### src/hw/rtl/ripr_pkg.sv
// ----------------------------------------------------------------------------
// ripr_pkg: shared constants for the rotate-in-place rate profile
// Field widths, register indexes and fixed constants of the rate profiler.
// ----------------------------------------------------------------------------
package ripr_pkg;

  // configuration register indexes
  localparam int CFG_IDX_W  = 2;
  localparam int CFG_DATA_W = 16;
  localparam logic [CFG_IDX_W-1:0] CFG_RATE_LIMIT  = 2'd0;
  localparam logic [CFG_IDX_W-1:0] CFG_RATE_ACCEL  = 2'd1;
  localparam logic [CFG_IDX_W-1:0] CFG_TICK_PERIOD = 2'd2;

  // field widths
  localparam int HEAD_W  = 15;  // heading, signed
  localparam int ERR_W   = 17;  // heading error before wrapping, signed
  localparam int RATE_W  = 16;  // signed rate
  localparam int MAG_W   = 15;  // rate or error magnitude
  localparam int TICK_W  = 16;  // tick period, Q0.16
  localparam int MUL_B_W = 16;  // second operand of the shared multiplier

  // squared rate and the divider that works on it
  localparam int W2_W      = 2 * MAG_W;
  localparam int DEN_W     = 16;
  localparam int DIV_STEPS = W2_W;
  localparam int CNT_W     = $clog2(DIV_STEPS);

  localparam logic [MAG_W-1:0] RATE_MAX = 15'd32767;

  // pi in Q32, rounded to nearest
  localparam longint PI_Q32 = 64'sd13493037705;

endpackage

### src/hw/rtl/rotate_in_place_rate_profile.sv
// ----------------------------------------------------------------------------
// rotate_in_place_rate_profile: trapezoidal angular rate profiler
// One transaction per control tick: headings in, signed rate command out.
// ----------------------------------------------------------------------------
// The slave stream carries the measured and target heading of one tick; the
// master stream returns the new rate command with the done flag in tuser.
// The config port sets rate limit, acceleration and tick period; write it
// only while no tick is in flight.
// One tick is worked by a small sequencer around one shared multiplier and
// a one-bit-per-cycle restoring divider. The sequencer steps through wrap,
// threshold and compare, then, for the corrected braking rate, divider set-up
// and the divider's 30 steps (skipped for a zero braking divisor), then tick
// and apply. Wrap repeats once per 2*pi correction of the error, of which
// there is at most one with 12 fraction bits. The sequencer goes back to idle,
// ready for the next tick, when the result is registered.
// The result register frees the sequencer: a new tick is taken while the
// previous result waits, and only the final step holds off when the
// receiver stalls with a result still unread.
// Reset clears the stored rate, restores the default registers and empties
// the output.
// ----------------------------------------------------------------------------
module rotate_in_place_rate_profile
  import ripr_pkg::*;
#(
  parameter int FRAC_BITS = 12
) (
  input  logic                  clk,
  input  logic                  rst,
  input  logic                  s_tvalid,
  output logic                  s_tready,
  input  logic [31:0]           s_tdata,   // [14:0] heading_now, [29:15] heading_goal
  output logic                  m_tvalid,
  input  logic                  m_tready,
  output logic [15:0]           m_tdata,   // [15:0] rate_command
  output logic                  m_tuser,   // [0] rotation_done
  input  logic                  cfg_we,
  input  logic [CFG_IDX_W-1:0]  cfg_index,
  input  logic [CFG_DATA_W-1:0] cfg_data
);

  localparam longint OneQ  = longint'(1) << FRAC_BITS;
  localparam longint TolQl = (2 * OneQ + 50) / 100;
  localparam longint OfsQl = (OneQ + 50) / 100;
  localparam longint SlwQl = (3 * OneQ + 50) / 100;
  localparam longint HlfQl = OneQ / 2;
  localparam longint PiQ   = (PI_Q32 + (longint'(1) << (31 - FRAC_BITS))) >> (32 - FRAC_BITS);
  localparam longint TwoPi = 2 * PiQ;

  localparam int CapW = $clog2(longint'(RATE_MAX) + HlfQl + 1);
  localparam int MaW  = (CapW > 16) ? CapW : 16;
  localparam int PW   = MaW + MUL_B_W;
  localparam int NwW  = MaW + 3;

  localparam logic [MAG_W-1:0] TolQ  = MAG_W'(TolQl);
  localparam logic [MAG_W-1:0] OfsQ  = MAG_W'(OfsQl);
  localparam logic [MAG_W-1:0] SlowQ = MAG_W'(SlwQl);
  localparam logic [CapW-1:0]  HalfQ = CapW'(HlfQl);

  localparam logic [3:0] S_IDLE   = 4'd0;
  localparam logic [3:0] S_WRAP   = 4'd1;
  localparam logic [3:0] S_THR    = 4'd2;
  localparam logic [3:0] S_CMP    = 4'd3;
  localparam logic [3:0] S_DIVSET = 4'd4;
  localparam logic [3:0] S_DIV    = 4'd5;
  localparam logic [3:0] S_TICK   = 4'd6;
  localparam logic [3:0] S_APPLY  = 4'd7;

  logic [3:0]               state;
  logic [MAG_W-1:0]         rate_limit;
  logic [MAG_W-1:0]         rate_accel;
  logic [TICK_W-1:0]        tick_period;
  logic signed [RATE_W-1:0] angular_rate;

  logic signed [ERR_W-1:0]  err;
  logic [MAG_W-1:0]         aerr;
  logic [MAG_W-1:0]         aw;
  logic [W2_W-1:0]          w2;
  logic [PW-1:0]            prod;
  logic                     up;
  logic [CapW-1:0]          dec;
  logic [DEN_W-1:0]         den;
  logic [DEN_W-1:0]         rem;
  logic [W2_W-1:0]          q_sr;
  logic [CNT_W-1:0]         cnt;

  logic [MaW-1:0]           mul_a;
  logic [MUL_B_W-1:0]       mul_b;

  // wrapping
  logic signed [63:0]       err_l;
  logic                     err_hi;
  logic                     err_lo;
  logic signed [ERR_W-1:0]  err_neg;
  logic signed [ERR_W-1:0]  err_dn;
  logic signed [ERR_W-1:0]  err_upw;

  // threshold compare
  logic signed [MAG_W+1:0]  x1;
  logic                     phase_acc;

  // braking divisor
  logic [PW-1:0]            lead_sh;
  logic signed [MAG_W+2:0]  dsum;
  logic signed [MAG_W+2:0]  dabs;
  logic [MAG_W-1:0]         div_mag;
  logic [CapW-1:0]          cap;

  // divider step
  logic [DEN_W:0]           rem_sh;
  logic                     ge;
  logic [W2_W-1:0]          q_next;
  logic [CapW-1:0]          q_min;

  // final step
  logic [PW:0]              t_full;
  logic [MaW:0]             t;
  logic signed [NwW-1:0]    aw_ext;
  logic signed [NwW-1:0]    t_ext;
  logic signed [NwW-1:0]    nw;
  logic [MAG_W-1:0]         mag;
  logic                     done;
  logic signed [RATE_W-1:0] rate_new;
  logic                     commit;

  assign s_tready = (state == S_IDLE);
  assign commit   = (state == S_APPLY) && (!m_tvalid || m_tready);

  always_comb begin
    err_l   = longint'(err);
    err_hi  = err_l > PiQ;
    err_lo  = err_l <= -PiQ;
    err_dn  = ERR_W'(err_l - TwoPi);
    err_upw = ERR_W'(err_l + TwoPi);
    err_neg = -err;

    x1 = $signed({2'b00, aerr}) - $signed({2'b00, TolQ}) + $signed((MAG_W+2)'(1));
    phase_acc = (rate_accel != '0) && (aerr >= TolQ) && (PW'(w2) < prod);

    lead_sh = (prod + PW'(HalfQ)) >> FRAC_BITS;
    dsum    = $signed({3'b000, aerr}) - $signed({2'b00, lead_sh[DEN_W-1:0]})
              - $signed({3'b000, OfsQ});
    dabs    = dsum[MAG_W+2] ? -dsum : dsum;
    div_mag = dabs[MAG_W-1:0];
    cap     = CapW'(rate_accel) + HalfQ;

    rem_sh = {rem, q_sr[W2_W-1]};
    ge     = rem_sh >= {1'b0, den};
    q_next = {q_sr[W2_W-2:0], ge};
    q_min  = (q_next > W2_W'(cap)) ? cap : CapW'(q_next);

    t_full = {1'b0, prod} + (PW+1)'(32768);
    t      = t_full[PW:16];
    aw_ext = $signed({{(NwW-MAG_W){1'b0}}, aw});
    t_ext  = $signed({2'b00, t});
    nw     = up ? (aw_ext + t_ext) : (aw_ext - t_ext);
    if (nw < $signed({{(NwW-MAG_W){1'b0}}, TolQ})) begin
      mag = TolQ;
    end else if (nw > $signed({{(NwW-MAG_W){1'b0}}, RATE_MAX})) begin
      mag = RATE_MAX;
    end else begin
      mag = nw[MAG_W-1:0];
    end
    done = (aerr < TolQ) && (mag < SlowQ);
    if (done) begin
      rate_new = '0;
    end else if (err[ERR_W-1] || err == '0) begin
      rate_new = -$signed({1'b0, mag});
    end else begin
      rate_new = $signed({1'b0, mag});
    end
  end

  // operand selection for the shared multiplier
  always_comb begin
    mul_a = '0;
    mul_b = '0;
    case (state) inside
      S_WRAP: begin
        mul_a = MaW'(aw);
        mul_b = MUL_B_W'(aw);
      end
      S_THR: begin
        mul_a = MaW'(x1[MAG_W:0]);
        mul_b = {rate_accel, 1'b0};
      end
      S_CMP: begin
        mul_a = MaW'(aw);
        mul_b = MUL_B_W'(TolQ);
      end
      // hold the step product while the result waits for the receiver
      S_TICK, S_APPLY: begin
        mul_a = MaW'(dec);
        mul_b = tick_period;
      end
      default: begin
        mul_a = '0;
        mul_b = '0;
      end
    endcase
  end

  always_ff @(posedge clk) begin
    prod <= PW'(mul_a) * PW'(mul_b);
  end

  // configuration registers
  always_ff @(posedge clk) begin
    if (rst) begin
      rate_limit  <= 15'd4096;
      rate_accel  <= 15'd2048;
      tick_period <= 16'd3277;
    end else if (cfg_we) begin
      unique case (cfg_index)
        CFG_RATE_LIMIT:  rate_limit  <= cfg_data[MAG_W-1:0];
        CFG_RATE_ACCEL:  rate_accel  <= cfg_data[MAG_W-1:0];
        CFG_TICK_PERIOD: tick_period <= cfg_data;
        default: ;
      endcase
    end
  end

  // sequencer
  always_ff @(posedge clk) begin
    if (rst) begin
      state        <= S_IDLE;
      angular_rate <= '0;
      m_tvalid     <= 1'b0;
    end else begin
      if (commit) begin
        m_tvalid <= 1'b1;
      end else if (m_tready) begin
        m_tvalid <= 1'b0;
      end
      unique case (state)
        S_IDLE: begin
          if (s_tvalid) begin
            state <= S_WRAP;
          end
        end
        S_WRAP: begin
          if (!err_hi && !err_lo) begin
            state <= S_THR;
          end
        end
        S_THR: begin
          state <= S_CMP;
        end
        S_CMP: begin
          if (phase_acc) begin
            state <= S_TICK;
          end else if (aerr > TolQ) begin
            state <= S_DIVSET;
          end else begin
            state <= S_TICK;
          end
        end
        S_DIVSET: begin
          if (div_mag == '0) begin
            state <= S_TICK;
          end else begin
            state <= S_DIV;
          end
        end
        S_DIV: begin
          if (cnt == CNT_W'(DIV_STEPS - 1)) begin
            state <= S_TICK;
          end
        end
        S_TICK: begin
          state <= S_APPLY;
        end
        S_APPLY: begin
          if (commit) begin
            angular_rate <= rate_new;
            state        <= S_IDLE;
          end
        end
        default: state <= S_IDLE;
      endcase
    end
  end

  // datapath registers
  always_ff @(posedge clk) begin
    case (state)
      S_IDLE: begin
        err <= $signed({s_tdata[2*HEAD_W-1], s_tdata[2*HEAD_W-1], s_tdata[2*HEAD_W-1:HEAD_W]})
               - $signed({s_tdata[HEAD_W-1], s_tdata[HEAD_W-1], s_tdata[HEAD_W-1:0]});
        aw  <= angular_rate[RATE_W-1] ? MAG_W'(-angular_rate) : MAG_W'(angular_rate);
      end
      S_WRAP: begin
        aerr <= err[ERR_W-1] ? MAG_W'(err_neg) : MAG_W'(err);
        // fold the error by one turn per cycle until it lies in (-pi, pi]
        if (err_hi) begin
          err <= err_dn;
        end else if (err_lo) begin
          err <= err_upw;
        end
      end
      S_THR: begin
        w2 <= prod[W2_W-1:0];
      end
      S_CMP: begin
        // accelerate below the limit, otherwise step down by the configured acceleration
        dec <= CapW'(rate_accel);
        up  <= phase_acc && (aw < rate_limit);
      end
      S_DIVSET: begin
        dec  <= cap;
        den  <= {div_mag, 1'b0};
        rem  <= '0;
        q_sr <= w2;
        cnt  <= '0;
      end
      S_DIV: begin
        rem  <= ge ? DEN_W'(rem_sh - {1'b0, den}) : rem_sh[DEN_W-1:0];
        q_sr <= q_next;
        cnt  <= cnt + CNT_W'(1);
        if (cnt == CNT_W'(DIV_STEPS - 1)) begin
          dec <= q_min;
        end
      end
      default: ;
    endcase
  end

  always_ff @(posedge clk) begin
    if (commit) begin
      m_tdata <= rate_new;
      m_tuser <= done;
    end
  end

  // a finished rotation always commands zero rate
  assert property (@(posedge clk) disable iff (rst)
    m_tvalid && m_tuser |-> m_tdata == '0)
    else $error("done raised with non-zero rate");

  // an active command is never zero and never the negative extreme
  assert property (@(posedge clk) disable iff (rst)
    m_tvalid && !m_tuser |-> (m_tdata != '0) && (m_tdata != 16'h8000))
    else $error("active rate command out of range");

  // the divider never runs on a zero divisor
  assert property (@(posedge clk) disable iff (rst)
    state == S_DIV |-> den != '0)
    else $error("divide by zero");

  // the stored rate changes only when a result is committed
  assert property (@(posedge clk) disable iff (rst)
    !$past(rst) && (angular_rate != $past(angular_rate)) |-> $past(commit))
    else $error("stored rate changed outside commit");

  // a new tick is only taken from idle and starts with wrapping
  assert property (@(posedge clk) disable iff (rst)
    s_tvalid && s_tready |=> state == S_WRAP)
    else $error("accepted tick did not start");

endmodule

### config.mk
export PLATFORM = sky130hd
export DESIGN_NAME = rotate_in_place_rate_profile
export DESIGN_NICKNAME = d
export VERILOG_FILES = /design/src/hw/rtl/ripr_pkg.sv /design/src/hw/rtl/rotate_in_place_rate_profile.sv
export SDC_FILE = /design/constraint.sdc
export NUM_CORES = 2
export LEC_CHECK = 0
export BUFFER_PORTS_ARGS = -buffer_cell sky130_fd_sc_hd__buf_2
export CAP_MARGIN = 10
export CORE_MARGIN = 2
export CORE_UTILIZATION = 65
export CTS_BUF_LIST = sky130_fd_sc_hd__clkbuf_16
export DETAILED_ROUTE_END_ITERATION = 6
export PLACE_DENSITY = 0.79
export SKIP_CTS_REPAIR_TIMING = 1
export SLEW_MARGIN = 20
export SYNTH_ARGS = -nofsm -noshare
export SYNTH_HDL_FRONTEND = slang
export SYNTH_SLANG_ARGS = --single-unit
### constraint.sdc
create_clock -name clk -period 8.4 [get_ports clk]
set_input_delay 2.1 -clock clk [delete_from_list [all_inputs] [get_ports clk]]
set_output_delay 2.1 -clock clk [all_outputs]
set_load 0.01 [all_outputs]
==> results.sh <==
export IMPL_die_h_um=209
export IMPL_yosys_warnings=0
export IMPL_synth_top_cell_by_area="edfxtp_1"
export IMPL_clock_root_buffer="clkbuf_16"
export IMPL_cts_buffers=30
export IMPL_cts_tree="done"
export IMPL_htree_levels=1
export IMPL_wl_per_cell_um=21.4
export IMPL_die_width_um=209
export IMPL_cp_max_fo=12
export IMPL_cts_reportedPaths_clkPinSlew_ns=0.07
export IMPL_crit_top_cell="fa_1"
export IMPL_cp_start_kind="flop"
export IMPL_synth_commonest_cells="inv_1, nand2_1, ha_1, nor2_1, fa_1"
export IMPL_yosysMostFrequentCell="inv_1"
export IMPL_hold_path_class="flop to flop"
export IMPL_layout_min_cycle_time_ns=8.03
export IMPL_grt_pass1_wl_um=126000
export IMPL_finalSetupTns_ns=0
export IMPL_grt_max_degree=57
export IMPL_fin_skew_ns=0.0420
export IMPL_p_leak_uw=0.0132
export IMPL_hold_violations=0
export IMPL_avgViaCountPerCell=6.21
export IMPL_timing_rr_start="state[0]$_SDFFE_PP0P_"
export IMPL_vias=23500
export IMPL_critPathSlowestCell="o21ai_0"
export IMPL_rsz0062_at_grt="yes"
export IMPL_syn_nets=3631
export IMPL_drt_drc_violations_left=0
export IMPL_yosysUniqueCellTypes=90
export IMPL_design_area_mm2=0.0299
export IMPL_finalCritPeriodShare=0.956
export IMPL_max_vdd_ir_drop_mv=0.221
export IMPL_drv_slew=0
export IMPL_grt_overflow_total=0
export IMPL_drt_iter0_markers=2456
export IMPL_clock_sinks=275
export IMPL_netlist_top_cells_area="edfxtp_1, fa_1, ha_1"
export IMPL_syn_cell_area_mm2=0.0274
export IMPL_arrival_ns=8.50
export IMPL_relSlewSlack=0.277
export IMPL_grt_pass1_vias=23100
export IMPL_cp_startpoint="state[0]$_SDFFE_PP0P_"
export IMPL_yosysSeqAreaShare=0.265
export IMPL_ioPinCount=74
export IMPL_dpl_hpwl_um=64700
export IMPL_postSynthCellCount=3110
export IMPL_avgSynthCellArea_um2=8.83
export IMPL_numPortBuffers=71
export IMPL_nNetsFinal=3730
export IMPL_drive_above_1_share=0.0950
export IMPL_worstMarginPinSlew_ns=1.08
export IMPL_track_usage=0.370
export IMPL_yosysTopAreaCellShare=0.194
export IMPL_power_density_mw_per_mm2=272
export IMPL_start_util=0.656
export IMPL_clockBufferDepth=3
export IMPL_insertion_delay_ns=0.59
export IMPL_maxCapViolations=0
export IMPL_placementRows=75
export IMPL_place_gp_congestion=1.05
export IMPL_cpPeakStageDelay_ns=0.72
export IMPL_syn_to_final_growth_pct=8.89
export IMPL_die_area_mm2=0.0439
export IMPL_core_mm2=0.0419
export IMPL_setup_viol=0
export IMPL_synth_main_ff_cell="edfxtp_1"
export IMPL_critPathRequiredTime_ns=8.87
export IMPL_path_class="flop to flop"
export IMPL_antenna_found_initial=3
export IMPL_synth_edf_count=177
export IMPL_max_freq_ghz=0.125
export IMPL_ys_seq_elements=275
export IMPL_dpl_cell_area_mm2=0.0288
export IMPL_routed_wl_um=81000
export IMPL_hp_start="prod[1]$_DFF_P_"
export IMPL_drt_pass1_iterations=6
export IMPL_status="completed"
export IMPL_ys_async_sr_fraction=0
export IMPL_ant_nets=0
export IMPL_end_kind="flop"
-- sequential cells by signal, summed over array words and instances (netlist names) --
register	count
aerr	15
angular_rate	16
aw	15
cnt	5
dec	16
den	15
err	17
m_tdata	16
m_tuser	1
m_tvalid	1
prod	32
q_sr	30
rate_accel	15
rate_limit	15
rem	16
state	3
tick_period	16
up	1
w2	30
-- worst max-delay path: cells and delay by family, from the launching register on --
kind / cells / cell delay, ns
and+or+nand+nor: 3 / 0.50
AOI/OAI and AO/OA: 10 / 2.60
buffers and inverters: 7 / 0.94
DFF: 1 / 0.69
adders and majority gates: 7 / 3.05
xor gates and xnor gates: 1 / 0.15
-- power breakdown --
part / switching [uW] / internal (uW)
registers: 284 / 1780
clock network: 576 / 736
logic: 2940 / 1830
-- stage by stage --
step / total power (uW) / setup WS, ns / std cells / hold slack, ns / util
2_1_floorplan: 5360 / 0.943 / 3110 / 0.408 / -
3_3_place_gp: 6580 / 0.337 / 3715 / 0.416 / 0.689
3_5_place_dp: 6700 / 0.220 / 3715 / 0.418 / 0.689
4_1_cts: 8030 / 0.214 / 3771 / 0.431 / 0.712
5_1_grt: 8660 / 0.00822 / 3773 / 0.441 / 0.714
6_report: 8140 / 0.369 / 3775 / 0.432 / 0.714
-- layout by cell type, fill, tap and decap left out, drive strengths merged, types with 38 or more instances in the layout --
master  count
inv       404
nand2     374
ha        266
nor2      261
fa        200
a21oi     187
edfxtp    177
buf       171
xnor2     131
o21ai     128
dfxtp      98
a21o       70
nand3      54
nand2b     54
nor3       52
xor2       51
nor2b      38
-- metal layers --
| metal | vias up | part of all wire | global-route usage |
|---|---|---|---|
| met5 | - | 0.00025 | 0 |
| met2 | 1117 | 0.45 | 0.586 |
| li1 | 10800 | - | - |
| met4 | 4 | 0.069 | 0.202 |
| met1 | 11200 | 0.39 | 0.483 |
| met3 | 300 | 0.092 | 0.0702 |
-- area by class of cell --
class                           count  area, um2
Clock inverter                     25        201
Fill cell                        3222      12000
Antenna cell                        3       7.51
Inverter                          396       1490
Multi-Input combinational cell   2335      18400
Timing Repair Buffer              171       1110
Clock buffer                       31        776
Sequential cell                   275       7280
Tap cell                          539        674
-- cells by family (layout without fill, tap and decap cells) --
group,after synthesis,in the layout,synth area share
buffers and inverters,500,623,0.0688
xor gates and xnor gates,182,182,0.0583
other,0,3,0
and+or+nand+nor,1020,1020,0.174
muxes,56,56,0.0219
adders and majority gates,466,466,0.267
DFF,275,275,0.265
AOI/OAI and AO/OA,611,611,0.145
-- worst paths after layout --
check / slack, ns / endpoint / cells past startpoint
worst max-delay path: 0.37 / prod[28]$_DFF_P_ / 28
worst min-delay path: 0.43 / w2[1]$_DFFE_PP_ / 0
worst max register to register: 0.37 / prod[28]$_DFF_P_ / 28
worst min register to register: 0.43 / w2[1]$_DFFE_PP_ / 0
No activity file was read; power rests on OpenSTA's default activity.
